<file path="src/rtl/core/cds_pkg.sv">
package cds_pkg;

    localparam int unsigned DayW   = 5;
    localparam int unsigned MonthW = 4;
    localparam int unsigned YearW  = 14;
    localparam int unsigned WdayW  = 3;
    localparam int unsigned KeyW   = YearW + MonthW + DayW;
    localparam int unsigned IdxW   = 15;
    localparam int unsigned CfgIdxW  = 3;
    localparam int unsigned CfgDataW = 14;
    localparam int unsigned OutDataW = 32;
    localparam int unsigned InDataW  = 8;

    localparam logic [YearW-1:0]  MaxYear    = YearW'(9999);
    localparam logic [MonthW-1:0] MaxMonth   = MonthW'(12);
    localparam logic [WdayW-1:0]  MaxWeekday = WdayW'(6);

    // Register indexes of the configuration port.
    localparam logic [CfgIdxW-1:0] CfgFirstDay   = 3'd0;
    localparam logic [CfgIdxW-1:0] CfgFirstMonth = 3'd1;
    localparam logic [CfgIdxW-1:0] CfgFirstYear  = 3'd2;
    localparam logic [CfgIdxW-1:0] CfgFinalDay   = 3'd3;
    localparam logic [CfgIdxW-1:0] CfgFinalMonth = 3'd4;
    localparam logic [CfgIdxW-1:0] CfgFinalYear  = 3'd5;

    // y / 100 for y below 2**14, by reciprocal multiplication (exact in this range).
    function automatic logic [7:0] div100(input logic [YearW-1:0] y);
        logic [26:0] prod;
        prod = 27'(y) * 27'(5243);
        return prod[26:19];
    endfunction

    // x mod 7 for x below 2**15, by reciprocal multiplication and back-subtraction.
    function automatic logic [WdayW-1:0] mod7(input logic [IdxW-1:0] x);
        logic [31:0]     prod;
        logic [12:0]     q;
        logic [IdxW-1:0] r;
        prod = 32'(x) * 32'(74899);
        q    = prod[31:19];
        r    = x - IdxW'(q) * IdxW'(7);
        return r[WdayW-1:0];
    endfunction

    function automatic logic is_leap(input logic [YearW-1:0] y);
        logic [7:0]       q;
        logic [YearW-1:0] rem;
        q   = div100(y);
        rem = y - YearW'(q) * YearW'(100);
        return (y[1:0] == 2'b00) && ((rem != '0) || (q[1:0] == 2'b00));
    endfunction

    function automatic logic [DayW-1:0] month_len(input logic [MonthW-1:0] m,
                                                  input logic leap);
        logic [DayW-1:0] len;
        case (m)
            4'd2:                      len = leap ? 5'd29 : 5'd28;
            4'd4, 4'd6, 4'd9, 4'd11:   len = 5'd30;
            default:                   len = 5'd31;
        endcase
        return len;
    endfunction

    // 23 * m / 9 for the twelve months.
    function automatic logic [4:0] month_term(input logic [MonthW-1:0] m);
        logic [4:0] t;
        case (m)
            4'd1:    t = 5'd2;
            4'd2:    t = 5'd5;
            4'd3:    t = 5'd7;
            4'd4:    t = 5'd10;
            4'd5:    t = 5'd12;
            4'd6:    t = 5'd15;
            4'd7:    t = 5'd17;
            4'd8:    t = 5'd20;
            4'd9:    t = 5'd23;
            4'd10:   t = 5'd25;
            4'd11:   t = 5'd28;
            4'd12:   t = 5'd30;
            default: t = 5'd0;
        endcase
        return t;
    endfunction

endpackage

</file>
<file path="src/rtl/core/calendar_date_sequencer_core.sv">
// Calendar date sequencer.
// Each transaction on the slave stream (i_s_*) is one tick. Bit 0 of i_s_tdata
// is restart: 1 reloads the configured first date before emitting. A tick
// that produces a result emits the current date and its weekday on the
// master stream (o_m_*) and advances by one day; o_m_tlast marks the final
// date. Ticks while idle, after the final date, or with a first date later
// than the final date give no transaction on the master side.
// The result is registered: it appears in the cycle after the tick. One tick
// is taken every cycle while o_s_tready is high; the date step and end compare
// are short logic between the state registers and the single output register,
// and the weekday is carried as a counter. o_s_tready follows the output
// register: while a result waits on a stalled receiver no tick is taken.
// Configuration writes (i_cfg_*) are always taken. The clamped first and
// final dates and the first weekday are derived in a four-stage pipeline, so
// o_s_tready stays low until the settle counter expires after a write or reset.
// Reset restores the register defaults (2000-01-01 to 2000-12-31), clears
// the output valid flag and leaves the sequencer idle until a restart.
module calendar_date_sequencer_core (
    input  logic                               i_clk,
    input  logic                               i_rst_n,
    // Tick stream. tdata bit 0: restart; other bits are zero.
    input  logic                               i_s_tvalid,
    output logic                               o_s_tready,
    input  logic [cds_pkg::InDataW-1:0]        i_s_tdata,
    // Date stream. tdata from bit 0: out_day[4:0], out_month[8:5],
    // out_year[22:9], weekday[25:23], zero fill [31:26].
    output logic                               o_m_tvalid,
    input  logic                               i_m_tready,
    output logic [cds_pkg::OutDataW-1:0]       o_m_tdata,
    output logic                               o_m_tlast,
    // Configuration write channel.
    input  logic                               i_cfg_valid,
    output logic                               o_cfg_ready,
    input  logic [cds_pkg::CfgIdxW-1:0]        i_cfg_index,
    input  logic [cds_pkg::CfgDataW-1:0]       i_cfg_data
);

    localparam int unsigned DW = cds_pkg::DayW;
    localparam int unsigned MW = cds_pkg::MonthW;
    localparam int unsigned YW = cds_pkg::YearW;
    localparam int unsigned WW = cds_pkg::WdayW;
    localparam int unsigned KW = cds_pkg::KeyW;
    localparam int unsigned XW = cds_pkg::IdxW;

    // Configuration registers.
    logic [DW-1:0] r_first_day,  r_final_day;
    logic [MW-1:0] r_first_month, r_final_month;
    logic [YW-1:0] r_first_year,  r_final_year;

    // Settle counter for the derived-value pipeline.
    logic [2:0] r_settle;

    // Stage 1: clamped months and years, leap flags.
    logic [MW-1:0] r_s1_fm, r_s1_em;
    logic [YW-1:0] r_s1_fy, r_s1_ey;
    logic          r_s1_fleap, r_s1_eleap;
    // Stage 2: clamped days, date keys and weekday terms of the first date.
    logic [DW-1:0] r_fd;
    logic [MW-1:0] r_fm;
    logic [YW-1:0] r_fy;
    logic          r_fleap;
    logic [KW-1:0] r_first_key, r_final_key;
    logic [YW-1:0] r_w_yy, r_w_dd;
    logic [7:0]    r_w_q100;
    logic [4:0]    r_w_mterm;
    // Stage 3: weekday index sum and start check.
    logic [XW-1:0] r_w_idx;
    logic          r_first_ok;
    // Stage 4: weekday of the first date.
    logic [WW-1:0] r_fwday;

    // Sequencer state.
    logic [DW-1:0] r_cur_day;
    logic [MW-1:0] r_cur_month;
    logic [YW-1:0] r_cur_year;
    logic [WW-1:0] r_cur_wday;
    logic          r_active;

    // Output register.
    logic          r_out_valid;
    logic [DW-1:0] r_out_day;
    logic [MW-1:0] r_out_month;
    logic [YW-1:0] r_out_year;
    logic [WW-1:0] r_out_wday;
    logic          r_out_last;

    logic in_accept;
    logic cfg_accept;

    assign o_cfg_ready = 1'b1;
    assign cfg_accept  = i_cfg_valid;
    assign o_s_tready  = (r_settle == 3'd0) && !i_cfg_valid && (!r_out_valid || i_m_tready);
    assign in_accept   = i_s_tvalid && o_s_tready;

    // Configuration writes and the settle counter.
    always_ff @(posedge i_clk) begin
        if (!i_rst_n) begin
            r_first_day   <= DW'(1);
            r_first_month <= MW'(1);
            r_first_year  <= YW'(2000);
            r_final_day   <= DW'(31);
            r_final_month <= MW'(12);
            r_final_year  <= YW'(2000);
            r_settle      <= 3'd4;
        end else begin
            if (cfg_accept) begin
                r_settle <= 3'd4;
                unique case (i_cfg_index)
                    cds_pkg::CfgFirstDay:   r_first_day   <= i_cfg_data[DW-1:0];
                    cds_pkg::CfgFirstMonth: r_first_month <= i_cfg_data[MW-1:0];
                    cds_pkg::CfgFirstYear:  r_first_year  <= i_cfg_data[YW-1:0];
                    cds_pkg::CfgFinalDay:   r_final_day   <= i_cfg_data[DW-1:0];
                    cds_pkg::CfgFinalMonth: r_final_month <= i_cfg_data[MW-1:0];
                    cds_pkg::CfgFinalYear:  r_final_year  <= i_cfg_data[YW-1:0];
                    default: ;
                endcase
            end else if (r_settle != 3'd0) begin
                r_settle <= r_settle - 3'd1;
            end
        end
    end

    // Derived-value pipeline.
    logic [MW-1:0] n_s1_fm, n_s1_em;
    logic [YW-1:0] n_s1_fy, n_s1_ey;
    logic [DW-1:0] n_fd, n_ed, fd_len, ed_len;
    logic [YW-1:0] n_w_yy, n_w_dd;

    always_comb begin
        n_s1_fm = (r_first_month == '0) ? MW'(1) :
                  (r_first_month > cds_pkg::MaxMonth) ? cds_pkg::MaxMonth : r_first_month;
        n_s1_em = (r_final_month == '0) ? MW'(1) :
                  (r_final_month > cds_pkg::MaxMonth) ? cds_pkg::MaxMonth : r_final_month;
        n_s1_fy = (r_first_year == '0) ? YW'(1) :
                  (r_first_year > cds_pkg::MaxYear) ? cds_pkg::MaxYear : r_first_year;
        n_s1_ey = (r_final_year == '0) ? YW'(1) :
                  (r_final_year > cds_pkg::MaxYear) ? cds_pkg::MaxYear : r_final_year;

        fd_len = cds_pkg::month_len(r_s1_fm, r_s1_fleap);
        ed_len = cds_pkg::month_len(r_s1_em, r_s1_eleap);
        n_fd = (r_first_day == '0) ? DW'(1) : (r_first_day > fd_len) ? fd_len : r_first_day;
        n_ed = (r_final_day == '0) ? DW'(1) : (r_final_day > ed_len) ? ed_len : r_final_day;

        // For January and February the year terms use the year before; later months subtract two.
        if (r_s1_fm < MW'(3)) begin
            n_w_yy = r_s1_fy - YW'(1);
            n_w_dd = YW'(n_fd) + r_s1_fy;
        end else begin
            n_w_yy = r_s1_fy;
            n_w_dd = YW'(n_fd) + r_s1_fy - YW'(2);
        end
    end

    always_ff @(posedge i_clk) begin
        r_s1_fm    <= n_s1_fm;
        r_s1_em    <= n_s1_em;
        r_s1_fy    <= n_s1_fy;
        r_s1_ey    <= n_s1_ey;
        r_s1_fleap <= cds_pkg::is_leap(n_s1_fy);
        r_s1_eleap <= cds_pkg::is_leap(n_s1_ey);

        r_fd        <= n_fd;
        r_fm        <= r_s1_fm;
        r_fy        <= r_s1_fy;
        r_fleap     <= r_s1_fleap;
        r_first_key <= {r_s1_fy, r_s1_fm, n_fd};
        r_final_key <= {r_s1_ey, r_s1_em, n_ed};
        r_w_yy      <= n_w_yy;
        r_w_dd      <= n_w_dd;
        r_w_q100    <= cds_pkg::div100(n_w_yy);
        r_w_mterm   <= cds_pkg::month_term(r_s1_fm);

        r_w_idx    <= XW'(r_w_mterm) + XW'(r_w_dd) + XW'(4) + XW'(r_w_yy >> 2)
                      - XW'(r_w_q100) + XW'(r_w_q100 >> 2);
        r_first_ok <= (r_first_key <= r_final_key);

        r_fwday <= cds_pkg::mod7(r_w_idx);
    end

    // Per-tick step: pick the date, check it against the final date, advance.
    logic          tick_restart;
    logic [DW-1:0] sel_day;
    logic [MW-1:0] sel_month;
    logic [YW-1:0] sel_year;
    logic [WW-1:0] sel_wday;
    logic          sel_leap, sel_active;
    logic [KW-1:0] cur_key;
    logic [DW-1:0] sel_len;
    logic          emit, is_last;
    logic [DW-1:0] n_cur_day;
    logic [MW-1:0] n_cur_month;
    logic [YW-1:0] n_cur_year;
    logic [WW-1:0] n_cur_wday;
    logic          n_active;

    always_comb begin
        tick_restart = i_s_tdata[0];
        sel_day    = tick_restart ? r_fd      : r_cur_day;
        sel_month  = tick_restart ? r_fm      : r_cur_month;
        sel_year   = tick_restart ? r_fy      : r_cur_year;
        sel_wday   = tick_restart ? r_fwday   : r_cur_wday;
        sel_leap   = tick_restart ? r_fleap   : cds_pkg::is_leap(r_cur_year);
        sel_active = tick_restart ? r_first_ok : r_active;

        cur_key = {sel_year, sel_month, sel_day};
        sel_len = cds_pkg::month_len(sel_month, sel_leap);
        emit    = sel_active && (cur_key <= r_final_key);
        is_last = (cur_key == r_final_key);

        n_cur_day   = sel_day;
        n_cur_month = sel_month;
        n_cur_year  = sel_year;
        n_cur_wday  = (sel_wday == cds_pkg::MaxWeekday) ? '0 : sel_wday + WW'(1);
        n_active    = emit;

        if (!emit) begin
            n_cur_wday = sel_wday;
        end else if (is_last) begin
            n_cur_wday = sel_wday;
            n_active   = 1'b0;
        end else if (sel_day < sel_len) begin
            n_cur_day = sel_day + DW'(1);
        end else begin
            n_cur_day = DW'(1);
            if (sel_month < cds_pkg::MaxMonth) begin
                n_cur_month = sel_month + MW'(1);
            end else if (sel_year < cds_pkg::MaxYear) begin
                n_cur_month = MW'(1);
                n_cur_year  = sel_year + YW'(1);
            end else begin
                // Stepping past the last representable date ends the run.
                n_cur_month = MW'(1);
                n_cur_year  = YW'(1);
                n_active    = 1'b0;
            end
        end
    end

    always_ff @(posedge i_clk) begin
        if (!i_rst_n) begin
            r_cur_day   <= DW'(1);
            r_cur_month <= MW'(1);
            r_cur_year  <= YW'(1);
            r_cur_wday  <= '0;
            r_active    <= 1'b0;
            r_out_valid <= 1'b0;
        end else begin
            if (in_accept) begin
                r_cur_day   <= n_cur_day;
                r_cur_month <= n_cur_month;
                r_cur_year  <= n_cur_year;
                r_cur_wday  <= n_cur_wday;
                r_active    <= n_active;
                r_out_valid <= emit;
            end else if (i_m_tready) begin
                r_out_valid <= 1'b0;
            end
        end
    end

    // Result payload; loaded only on ticks that emit.
    always_ff @(posedge i_clk) begin
        if (in_accept && emit) begin
            r_out_day   <= sel_day;
            r_out_month <= sel_month;
            r_out_year  <= sel_year;
            r_out_wday  <= sel_wday;
            r_out_last  <= is_last;
        end
    end

    assign o_m_tvalid = r_out_valid;
    assign o_m_tdata  = {6'b0, r_out_wday, r_out_year, r_out_month, r_out_day};
    assign o_m_tlast  = r_out_last;

endmodule

</file>
<file path="config.mk">
export PLATFORM = sky130hd
export DESIGN_NAME = calendar_date_sequencer_core
export DESIGN_NICKNAME = d
export VERILOG_FILES = /design/src/rtl/core/cds_pkg.sv /design/src/rtl/core/calendar_date_sequencer_core.sv
export SDC_FILE = /design/constraint.sdc
export NUM_CORES = 1
export LEC_CHECK = 0
export BUFFER_PORTS_ARGS = -buffer_cell sky130_fd_sc_hd__buf_2
export CAP_MARGIN = 5
export CORE_MARGIN = 1.5
export CORE_UTILIZATION = 49
export CTS_BUF_LIST = sky130_fd_sc_hd__clkbuf_16
export CTS_CLUSTER_DIAMETER = 80
export DETAILED_ROUTE_END_ITERATION = 10
export SKIP_CTS_REPAIR_TIMING = 1
export SKIP_LAST_GASP = 1
export SYNTH_ARGS = -nofsm -noshare
export SYNTH_HDL_FRONTEND = slang
export SYNTH_SLANG_ARGS = --single-unit
</file>
<file path="constraint.sdc">
create_clock -name i_clk -period 16.8 [get_ports i_clk]
set_input_delay 0 -clock i_clk [delete_from_list [all_inputs] [get_ports i_clk]]
set_output_delay 0 -clock i_clk [all_outputs]
set_load 0.02 [all_outputs]
</file>
# After elaboration in Yosys (flattened, before gate mapping)
# Memory sizes are Yosys's and may differ from the RTL's. A register that Yosys moved wholly into a read port is not among the register bits.
# Cells that the tools add are included.
[totals]
regBits = 267
latchBits = 0
ram_bits = 0
mem_bits_ro = 80
in_bits = 30
mem_count = 1
[mem_list]
columns = ["name", "words", "word_bits", "rd", "rd_ports_with_merged_regs", "wr", "line", "text"]
rows = [
  ["(name not given)", 16, 5, 1, 1, 0, "cds_pkg.sv:66", "case (m)"],
]
[op_classes]
n_addsub = 17
n_mul = 9
n_div = 0
n_lt_le_gt_ge = 12
n_eq_ne = 22
n_shift = 0
muxes = 45
n_bitwise = 1
reduce_logical = 45
[ops]
columns = ["op", "n"]
rows = [
  ["$mux W14", 12],
  ["$mul A14 B13 Y27 const B", 4],
  ["$le A23 B23 Y1", 2],
  ["$reduce_bool A14 Y1", 3],
  ["$sub A14 B14 Y14", 3],
  ["$mul A8 B5 Y12 const B", 3],
  ["$mux W5", 7],
  ["$mul A15 B17 Y32 const B", 1],
  ["$gt A14 B14 Y1 const B", 2],
  ["$logic_not A14 Y1", 2],
  ["$mux W4", 7],
  ["$eq A4 B3 Y1 const B", 6],
  ["$eq A4 B4 Y1 const B", 6],
  ["$eq A23 B23 Y1", 1],
  ["$add A15 B12 Y15", 1],
  ["$add A15 B3 Y15 const B", 1],
  ["$add A15 B6 Y15", 1],
  ["$add A5 B14 Y15", 1],
  ["$sub A15 B8 Y15", 1],
  ["$add A14 B1 Y14 const B", 1],
  ["$add A5 B14 Y14", 1],
  ["$lt A14 B14 Y1 const B", 1],
  ["$sub A14 B1 Y14 const B", 1],
  ["$sub A14 B2 Y14 const B", 1],
  ["31 further kinds", 82],
]

# Depth between registers and ports, before layout
# Gate-level depths: netlist (run 1).
[logic_depth]
ltp_word = 13
ltp_mapped = 46
depth_no_buf = 44

# Worst setup path before layout (run 1)
# Ideal clock, no wire load.
[synth_timing]
path_type = "flip-flop to flip-flop"
startpoint = "register r_cur_year[9]"
endpoint = "register r_cur_year[4]"
setup_ns = 0.132
t_arrival_ns = 8.816
required_ns = 16.668
setup_slack_ns = 7.852
path_stages_with_launch = 37
path_cell_list = "dfxtp_1 > fa_1 > ha_1 > fa_1 > fa_1 > inv_1 > fa_1 > inv_1 > ha_1 > a21o_1 > a21oi_1 > nor2b_1 > o21ai_0 > nand2b_1 > a21oi_1 > nand2_1 > o221ai_1 > o21bai_1 > xor2_1 > ha_1 > ha_1 > inv_1 > fa_1 > inv_1 > ha_1 > xor2_1 > ha_1 > or2_2 > a2111o_1 > a2111oi_0 > o31a_1 > a21oi_1 > a211oi_2 > buf_2 > nand2_1 > a221oi_1 > o21ai_0"
[synth_between]
elab_chain_cells = 13
elab_cells_between_ends = 21
cone_classes = "add/sub: 1; mul: 2; order compare: 3; eq/ne: 1; mux: 9; reduce/logical: 5"
[synth_rtl]
columns = ["item", "line", "text"]
rows = [
  ["start: declaration", "calendar_date_sequencer_core.sv:75", "logic [YW-1:0] r_cur_year;"],
  ["start signal: assignment", "calendar_date_sequencer_core.sv:251", "r_cur_year <= n_cur_year;"],
  ["$mul A14 B13 Y27", "cds_pkg.sv:29", "prod = 27'(y) * 27'(5243);"],
  ["$mul A8 B5 Y12", "cds_pkg.sv:48", "rem = y - YearW'(q) * YearW'(100);"],
  ["$sub A14 B14 Y14", "cds_pkg.sv:48", ""],
  ["$reduce_bool A14 Y1", "cds_pkg.sv:49", "return (y[1:0] == 2'b00) && ((rem != '0) || (q[1:0] == 2'b00));"],
  ["$logic_or A1 B1 Y1", "cds_pkg.sv:49", ""],
  ["$logic_and A1 B1 Y1", "cds_pkg.sv:49", ""],
  ["$mux W1", "calendar_date_sequencer_core.sv:202", "sel_leap = tick_restart ? r_fleap : cds_pkg::is_leap(r_cur_year);"],
  ["$mux W1", "cds_pkg.sv:56", "4'd2: len = leap ? 5'd29 : 5'd28;"],
  ["$pmux W2 S2", "cds_pkg.sv:55", "case (m)"],
  ["$lt A5 B5 Y1", "calendar_date_sequencer_core.sv:221", "end else if (sel_day < sel_len) begin"],
  ["$mux W14", "calendar_date_sequencer_core.sv:221", ""],
  ["$mux W14", "calendar_date_sequencer_core.sv:218", "end else if (is_last) begin"],
  ["$mux W14 (*)", "calendar_date_sequencer_core.sv:216", "if (!emit) begin"],
]
# Every way passes the cells marked *; elsewhere a longest branch is shown, timed or not.
# A chain may end at the register's enable or synchronous reset.

# Final worst setup path (run 1)
[layout_timing]
startpoint = "register r_cur_year[11]"
endpoint = "register r_cur_year[5]"
# Same word-level chain as after synthesis.

==> results of run 1 <==
[cell usage in the layout, fill, tap and decap left out, types with 51 or more instances in the layout]
| cell type | n |
|---|---|
| xnor2_1 | 108 |
| nand3_1 | 59 |
| nand2_1 | 191 |
| ha_1 | 674 |
| o21ai_0 | 94 |
| nor2_1 | 111 |
| fa_1 | 307 |
| a21oi_1 | 115 |
| buf_2 | 51 |
| dfxtp_1 | 220 |
| inv_1 | 697 |
[sequential cells by signal (all words and copies together) (netlist names), 5 cells and up]
register      flops
r_s1_fy          14
r_w_mterm         5
r_first_year     14
r_cur_day         5
r_final_key      23
r_w_yy           12
r_out_day         5
r_out_year       14
r_s1_ey          14
r_w_idx          15
r_final_day       5
r_first_key      23
r_final_year     14
r_first_day       5
r_w_dd           14
r_w_q100          8
r_cur_year       14
[worst min path at each step]
stage / start / to / slack, ns
floorplan: i_cfg_valid / o_s_tready / 0.10
global placement: i_cfg_data[7] / r_final_year[7]$_SDFFE_PN1P_ / 0.24
detailed placement: i_cfg_data[8] / r_final_year[8]$_SDFFE_PN1P_ / 0.24
CTS: i_cfg_data[9] / r_first_year[9]$_SDFFE_PN1P_ / -0.37
global route: i_cfg_index[2] / r_first_month[0]$_SDFFE_PN1P_ / 0.02
finish: i_cfg_index[2] / r_first_month[0]$_SDFFE_PN1P_ / -0.02
[through the flow]
step	cell area [µm²]	worst slack, ns
after floorplan	30400	7.85
after global placement	31500	6.76
after detailed placement	31500	6.62
after CTS	32400	6.55
after global routing	32600	5.93
final	32600	6.64
[kinds of logic after synthesis]
| group | synth area share, % |
|---|---|
| flip-flops | 17.2 |
| other | 0.0247 |
| XOR/XNOR | 4.34 |
| buffers and inverters | 9.60 |
| multiplexers | 1.37 |
| AND/OR/NAND/NOR | 9.43 |
| adder cells (fa/ha/maj) | 48.3 |
| AO/OA/AOI/OAI | 9.82 |
[routing by layer]
layer	GRT usage, %	vias to the layer above
met5	0	-
met4	6.55	0
met3	2.18	114
met2	36.5	393
met1	29.0	10428
li1	-	10716
[critical path: cells and delay by family, from the launching register on]
kind                     cells  cell delay, ns
adder cells (fa/ha/maj)     11            4.46
AO/OA/AOI/OAI               10            2.80
buffers and inverters        7            0.61
AND/OR/NAND/NOR              5            0.95
XOR/XNOR                     2            0.50
flip-flops                   1            0.76
[layout make-up]
| type | instances | area share, % |
|---|---|---|
| timing repair buffer | 89 | 1.79 |
| tap | 790 | 3.03 |
| clock inverter | 24 | 0.622 |
| multi-input combinational | 2218 | 68.4 |
| inverter | 693 | 7.99 |
| clock buffer | 28 | 2.15 |
| sequential | 247 | 16.0 |
==> impl_metrics.py, run 1 <==
metrics = {
    "floorplan": {
        "rows": 91,
        "floorplan.initialDensity_pct": 49.4,
        "die_area_um2": 63500,
        "fp.dieW_um": 252,
        "die_h_um": 252,
        "floorplan.io_pins": 66,
        "fp.coreArea_um2": 61500,
    },
    "drt": {
        "drt-pass1-iter-count": 7,
        "drt-total-wl_um": 66600,
        "num_vias": 21651,
        "via_per_inst": 5.29,
        "drt_drc_violations_left": 0,
        "drt-met1-wl_um": 31200,
        "drtAntennaViolNets": 0,
        "met3RoutedLength_um": 2380,
        "avgRoutedWirePerCell_um": 16.3,
        "drt_iter0_markers": 1025,
        "met2_length_um": 31100,
        "dr.max_layer_used": "met4",
    },
    "logic_synthesis": {
        "synth-seq-area-share_pct": 17.2,
        "synth_top_cell_area_share_pct": 27.7,
        "synth_seq_cells": 247,
        "yosysWarnings": 0,
        "synth_top_cells_by_area": "ha_1 (28%), fa_1 (20%), dfxtp_1 (14%)",
        "synth_cell_type_count": 97,
        "synthesis.area_per_instance_um2": 9.42,
        "synthArstFlopShare_pct": 0,
        "syn-instance-count": 3228,
        "yosys_most_used_dff": "dfxtp_1",
        "synth-edff-count": 27,
        "post_synth_most_frequent_cells": "inv_1 (692), ha_1 (674), fa_1 (307), dfxtp_1 (220), nand2_1 (191)",
        "netlist.top_cell.by_area": "ha_1",
        "synthMostInstantiatedCell": "inv_1",
        "syn-cell-area_um2": 30400,
    },
    "timing": {
        "rsz0062_at_grt": "false",
        "report.final.hold_viol_count": 3,
        "maxClockFrequency_mhz": 98.5,
        "worst_clock_skew_ns": 0.0375,
        "transition_time_at_the_pin_with_the_least_slew_margin_ns": 1.20,
        "finalHoldWorstSlack_ns": -0.0151,
        "fin_tns_setup_ns": 0,
        "min_period_ns": 10.16,
        "final-setup-viol-count": 0,
        "slew_headroom_pct": 19.5,
        "finalCritPeriodShare_pct": 60.4,
        "report.final.slew_viol_count": 0,
    },
    "clocking": {
        "clkTransAtPathRegs_ns": 0.06,
        "cts_max_level": 1,
        "clock-root-buffer": "clkbuf_16",
        "tritoncts_clock_tree": "built",
        "clock_sink_count": 247,
        "cts_inserted_buffers": 28,
        "clk-insertion-delay-late_ns": 0.58,
        "ctsLongestPathBuffers": 3,
    },
    "grt": {
        "grt_pass1_vias": 22597,
        "grt_first_pass_wirelength_um": 111000,
        "grt_use_total_pct": 21.5,
        "antenna_found_initial": 0,
        "largest_net_degree_at_the_start_of_global_routing": 66,
        "grt_remaining_overflow": 0,
    },
    "layout": {
        "area.sequential_um2": 5220,
        "post-route-util_pct": 53.0,
        "area_growth_synth_to_finish_pct": 7.18,
        "finalNonFillerCells": 4089,
        "multi_input_comb_area_um2": 22300,
        "insertedDiodeCount": 0,
        "final_layout_size_suffix_gt1_share_pct": 4.82,
        "fin_nets": 4288,
        "filler_instances": 5613,
    },
    "hold_path": {
        "hold-path-cell-count": 4,
        "worstHoldPathType": "in2reg",
    },
    "run": {
        "maxCapViolations": 0,
    },
    "setup_path": {
        "worstSetupPathType": "reg2reg",
        "critPathCaptureType": "flip-flop",
        "type_of_origin_of_the_critical_path": "flip-flop",
        "critical_path.startpoint": "r_cur_year[11]$_SDFFE_PN0P_",
        "worst-path-max-fanout": 27,
        "rr_worst_depth": 35,
        "r2r_start": "r_cur_year[11]$_SDFFE_PN0P_",
        "worst_setup_path_endpoint": "r_cur_year[5]$_SDFFE_PN0P_",
        "critical_path.slowest_cell": "dfxtp_1",
        "setup.reg_to_reg.worst_slack_ns": 6.64,
        "worst_ep_arrival_time_ns": 10.65,
        "endpoint_of_the_lowest_slack_register_to_register_path": "r_cur_year[5]$_SDFFE_PN0P_",
        "max_stage_delay_ns": 0.76,
        "required_time_of_the_worst_setup_path_ns": 17.30,
    },
    "run_status": {
        "violations_in_the_final_reports": "negative hold slack",
        "outcome": "finished, violations left",
    },
    "placed_design": {
        "numPlacedInstances": 4020,
        "final_weighted_congestion_in_routability_driven_placement": 0.906,
        "post-dp-hpwl_um": 56800,
        "io_buffers": 51,
    },
}
Power of run 1 is left out: the tool's default activity adds up to more than one toggle a clock period on the data nets, which glitch-free logic cannot reach.
==> run 2: changes to the inputs <==
- PLACE_DENSITY: default -> 0.67
- clock period: 16.8 -> 8.2 ns (I/O delays scaled with it)
==> run 2 against run 1 <==
  * The run ends with negative setup slack left
  * Worst hold slack improved by 0.021 ns
  * Maximum frequency grew 17%
  * Largest cell class unchanged
  * Critical path depth up 4
  * Critical path type unchanged
  * Setup slack worse by 7.1 ns
==> impl_metrics.py, run 2 (same netlist as run 1, synthesis figures left out) <==
metrics = {
    "timing": {
        "worst_clock_skew_ns": 0.0242,
        "report.final.hold_viol_count": 0,
        "slew_headroom_pct": 19.4,
        "final-setup-viol-count": 26,
        "finalCritPeriodShare_pct": 106,
        "fin_tns_setup_ns": -8.65,
        "min_period_ns": 8.67,
        "rsz0062_at_grt": "true",
        "final.setup.worst_slack_ns": -0.469,
        "transition_time_at_the_pin_with_the_least_slew_margin_ns": 1.20,
        "report.final.slew_viol_count": 0,
        "maxClockFrequency_mhz": 115,
    },
    "clocking": {
        "tritoncts_clock_tree": "built",
        "clk-insertion-delay-late_ns": 0.58,
        "cts_max_level": 1,
        "cts_inserted_buffers": 29,
        "clkTransAtPathRegs_ns": 0.07,
        "clock-root-buffer": "clkbuf_16",
        "clock_sink_count": 247,
        "ctsLongestPathBuffers": 3,
    },
    "layout": {
        "final_layout_size_suffix_gt1_share_pct": 21.4,
        "area_growth_synth_to_finish_pct": 21.6,
        "final_cell_mix": "inv_1 (656), ha_1 (614), buf_4 (377)",
        "mostFrequentLayoutCell": "inv_1",
        "fin_nets": 4665,
        "insertedDiodeCount": 0,
        "reg_top3": "r_final_key (23), r_first_key (23), r_w_idx (15)",
        "post-route-util_pct": 60.1,
    },
    "setup_path": {
        "critPathCaptureType": "flip-flop",
        "critical_path.slowest_cell": "fa_1",
        "type_of_origin_of_the_critical_path": "flip-flop",
        "required_time_of_the_worst_setup_path_ns": 8.71,
        "worst_ep_arrival_time_ns": 9.18,
        "max_stage_delay_ns": 0.55,
        "worstSetupPathType": "reg2reg",
        "worst-path-max-fanout": 8,
    },
    "run": {
        "maxCapViolations": 0,
    },
    "grt": {
        "grt_use_total_pct": 22.0,
        "grt_pass1_vias": 22748,
        "largest_net_degree_at_the_start_of_global_routing": 67,
        "antenna_found_initial": 0,
        "grt_remaining_overflow": 0,
        "grt_first_pass_wirelength_um": 113000,
    },
    "floorplan": {
        "die_area_um2": 63500,
        "fp.dieW_um": 252,
        "fp.coreArea_um2": 61500,
        "floorplan.io_pins": 66,
        "floorplan.initialDensity_pct": 49.4,
        "rows": 91,
        "die_h_um": 252,
    },
    "drt": {
        "drt_drc_violations_left": 0,
        "num_vias": 23001,
        "drtAntennaViolNets": 0,
        "drt-pass1-iter-count": 5,
        "drt-total-wl_um": 70700,
        "avgRoutedWirePerCell_um": 15.8,
        "via_per_inst": 5.15,
        "drt_iter0_markers": 1099,
    },
    "placed_design": {
        "final_weighted_congestion_in_routability_driven_placement": 0.927,
        "io_buffers": 51,
        "post-dp-hpwl_um": 59300,
        "place_worst_setup_slack_ns": -0.616,
    },
    "run_status": {
        "outcome": "finished, violations left",
        "violations_in_the_final_reports": "negative setup slack",
    },
    "hold_path": {
        "worstHoldPathType": "in2reg",
    },
}
run 2: cell types whose count changed in the layout (fill, tap and decap cells not counted), sizes merged:
cell | before | now
buf | 72 | 446
bufinv | 2 | 3
clkbuf | 28 | 31
clkinv | 11 | 14
inv | 702 | 699
run 2: routing by layer:
layer,routed length [µm],track usage [%],up-vias
li1,-,-,11481
met1,33300,31.0,11020
met2,33400,36.7,406
met3,2330,1.57,94
met4,1680,5.36,0
met5,0,0,-
run 2: metrics by stage:
| step | area (µm²) | hold slack, ns | instances |
|---|---|---|---|
| finish | 37000 | 0.00629 | 4467 |
| global route | 37000 | 0.0364 | 4467 |
| global placement | 34400 | 0.234 | 4366 |
| CTS | 35400 | -0.361 | 4420 |
| detailed placement | 34400 | 0.229 | 4366 |
| floorplan | 30800 | 0.101 | 3233 |
run 2: layout make-up:
cell class / instances / area (µm²)
Sequential cell: 247 / 5260
Tap cell: 790 / 988
Multi-Input combinational cell: 2218 / 23600
Clock inverter: 25 / 250
Inverter: 693 / 2620
Fill cell: 5151 / 24500
Timing Repair Buffer: 465 / 3510
Clock buffer: 29 / 726
run 2: path summary, 6_finish.rpt:
kind         cells past startpoint  slack (ns)                            end                        start
min                              4       0.006  r_final_month[3]$_SDFFE_PN1P_               i_cfg_index[0]
max reg2reg                     39       -0.47      r_cur_day[3]$_SDFFE_PN0P_  r_cur_year[12]$_SDFFE_PN0P_
min reg2reg                      0        0.32        r_final_key[20]$_DFF_P_          r_s1_ey[11]$_DFF_P_
max                             39       -0.47      r_cur_day[3]$_SDFFE_PN0P_  r_cur_year[12]$_SDFFE_PN0P_
run 2: critical path: cells and delay by family, from the launching register on:
kind / cells / cell delay, ns
adders and majority gates: 11 / 4.19
AOI/OAI and AO/OA: 13 / 2.09
buffers and inverters: 9 / 0.75
and+or+nand+nor: 4 / 0.75
xor gates and xnor gates: 2 / 0.41
DFF: 1 / 0.37
Power of run 2 is left out for the same reason.
==> run 3: changes to the inputs <==
- ABC_AREA: default -> 1
- CTS_BUF_LIST: sky130_fd_sc_hd__clkbuf_16 -> default
==> run 3 against run 2 <==
  * The run still ends with negative setup slack left
  * Synthesized cell count increased by 12%
  * Maximum frequency up 0.40%
  * Routed wire length grew 2.9%
  * Final cell count up 11%
  * Sequential share of layout area decreased by 0.38 points
  * Register-to-register slack improved by 0.03 ns
  * Die area increased by 2.4%
  * Flip-flop and latch count is the same
  * Critical path type unchanged
  * Highest routed layer unchanged
==> impl_metrics.py, run 3 <==
metrics = {
    "hold_path": {
        "hold-path-cell-count": 3,
        "worstHoldPathType": "in2reg",
    },
    "placed_design": {
        "io_buffers": 51,
        "place_area_um2": 35100,
        "numPlacedInstances": 4840,
        "post-dp-hpwl_um": 60800,
        "final_weighted_congestion_in_routability_driven_placement": 0.912,
    },
    "logic_synthesis": {
        "synth_cell_type_count": 65,
        "syn-instance-count": 3623,
        "synth_top_cell_area_share_pct": 27.1,
        "synth_top_cells_by_area": "ha_1 (27%), fa_1 (20%), dfxtp_1 (14%)",
        "yosysWarnings": 0,
        "netlist.top_cell.by_area": "ha_1",
        "yosys_most_used_dff": "dfxtp_1",
        "synth-seq-area-share_pct": 16.8,
        "synthMostInstantiatedCell": "inv_1",
        "syn-cell-area_um2": 31100,
        "post_synth_most_frequent_cells": "inv_1 (850), ha_1 (674), nand2_1 (398), fa_1 (307), dfxtp_1 (220)",
        "synth_seq_cells": 247,
        "synthesis.area_per_instance_um2": 8.59,
        "synth-edff-count": 27,
        "synthArstFlopShare_pct": 0,
    },
    "timing": {
        "maxClockFrequency_mhz": 116,
        "transition_time_at_the_pin_with_the_least_slew_margin_ns": 0.966,
        "rsz0062_at_grt": "true",
        "report.final.slew_viol_count": 0,
        "final.setup.worst_slack_ns": -0.435,
        "report.final.hold_viol_count": 0,
        "finalHoldWorstSlack_ns": 0.00305,
        "final-setup-viol-count": 26,
        "finalCritPeriodShare_pct": 105,
        "worst_clock_skew_ns": 0.0242,
        "min_period_ns": 8.64,
        "slew_headroom_pct": 35.5,
    },
    "clocking": {
        "clkTransAtPathRegs_ns": 0.06,
        "clock_sink_count": 247,
        "clk-insertion-delay-late_ns": 0.58,
        "ctsLongestPathBuffers": 3,
        "cts_inserted_buffers": 29,
        "clock-root-buffer": "clkbuf_16",
        "cts_max_level": 1,
        "tritoncts_clock_tree": "built",
    },
    "drt": {
        "drtAntennaViolNets": 0,
        "drt-total-wl_um": 72800,
        "num_vias": 24528,
        "drt_drc_violations_left": 0,
        "drt-pass1-iter-count": 8,
        "via_per_inst": 4.95,
        "avgRoutedWirePerCell_um": 14.7,
        "drt_iter0_markers": 1207,
    },
    "floorplan": {
        "fp.dieW_um": 255,
        "floorplan.initialDensity_pct": 49.4,
        "floorplan.io_pins": 66,
        "die_h_um": 255,
        "die_area_um2": 65000,
        "rows": 92,
        "fp.coreArea_um2": 63000,
    },
    "setup_path": {
        "required_time_of_the_worst_setup_path_ns": 8.69,
        "critical_path.slowest_cell": "fa_1",
        "cp_num_cells": 48,
        "critPathCaptureType": "flip-flop",
        "worstSetupPathType": "reg2reg",
        "worst_ep_arrival_time_ns": 9.13,
        "cp_top_family": "adder cells",
        "max_stage_delay_ns": 0.59,
        "critPathBufInv": 6,
        "path_common_cell": "ha_4",
        "worst-path-max-fanout": 8,
        "rr_worst_depth": 48,
        "type_of_origin_of_the_critical_path": "flip-flop",
    },
    "layout": {
        "final_cell_mix": "inv_1 (807), ha_1 (616), buf_4 (389)",
        "fin_nets": 5093,
        "reg_top3": "r_final_key (23), r_first_key (23), r_w_idx (15)",
        "mostFrequentLayoutCell": "inv_1",
        "area.sequential_um2": 5260,
        "final_layout_size_suffix_gt1_share_pct": 20.9,
        "filler_instances": 5408,
        "post-route-util_pct": 60.3,
        "multi_input_comb_area_um2": 23800,
        "summed_area_of_non_filler_cells_in_the_final_layout_um2": 38000,
        "insertedDiodeCount": 0,
        "finalNonFillerCells": 4951,
        "area_growth_synth_to_finish_pct": 21.9,
    },
    "run": {
        "maxCapViolations": 0,
    },
    "grt": {
        "grt_use_total_pct": 22.0,
        "antenna_found_initial": 2,
        "largest_net_degree_at_the_start_of_global_routing": 52,
        "grt_first_pass_wirelength_um": 115000,
        "grt_pass1_vias": 23860,
        "grt_remaining_overflow": 0,
    },
    "run_status": {
        "violations_in_the_final_reports": "negative setup slack",
        "outcome": "finished, violations left",
    },
}
==> run 3: layout make-up <==
cell class	instances	area share, %
clock inverters	19	0.613
multi-input cells	2465	62.6
inverters	870	8.72
flip-flops and latches	247	13.9
well taps	846	2.79
repair buffers	469	9.24
clock buffers	35	2.14
==> run 3: worst paths after layout <==
path	endpoint	slack, ns	start
worst max register to register	r_cur_year[6]$_SDFFE_PN0P_	-0.44	r_cur_year[6]$_SDFFE_PN0P_
worst max-delay path	r_cur_year[6]$_SDFFE_PN0P_	-0.44	r_cur_year[6]$_SDFFE_PN0P_
worst min register to register	r_final_key[12]$_DFF_P_	0.30	r_s1_ey[3]$_DFF_P_
worst min-delay path	r_first_year[10]$_SDFFE_PN1P_	0.003	i_rst_n
==> run 3: worst min-delay path, delay by kind of cell <==
kind / cells / cell delay, ns
buffers and inverters: 2 / 0.38
and+or+nand+nor: 1 / 0.15
==> run 3: cells by family after synthesis <==
group	synth area share, %
buf+inv	11.2
simple gates	12.8
other cells	0.0241
fa+ha+maj	46.8
xor+xnor	4.21
flops	16.8
compound gates	8.17
mux	0.0643
==> run 3: through the flow <==
step / worst slack, ns / setup TNS (ns)
final: -0.435 / -9.08
after floorplan: -0.0364 / -0.0364
after global placement: -0.469 / -8.52
after detailed placement: -0.702 / -13.42
after CTS: -0.741 / -14.27
after global routing: -0.890 / -21.19
==> run 3: per-layer routing <==
layer	GRT usage (%)	wire, µm	vias up
li1	-	-	12482
met2	37.6	34900	466
met3	2.46	2990	115
met5	0	0	-
met4	5.17	1780	0
met1	29.7	33100	11465
Power of run 3 is left out for the same reason.
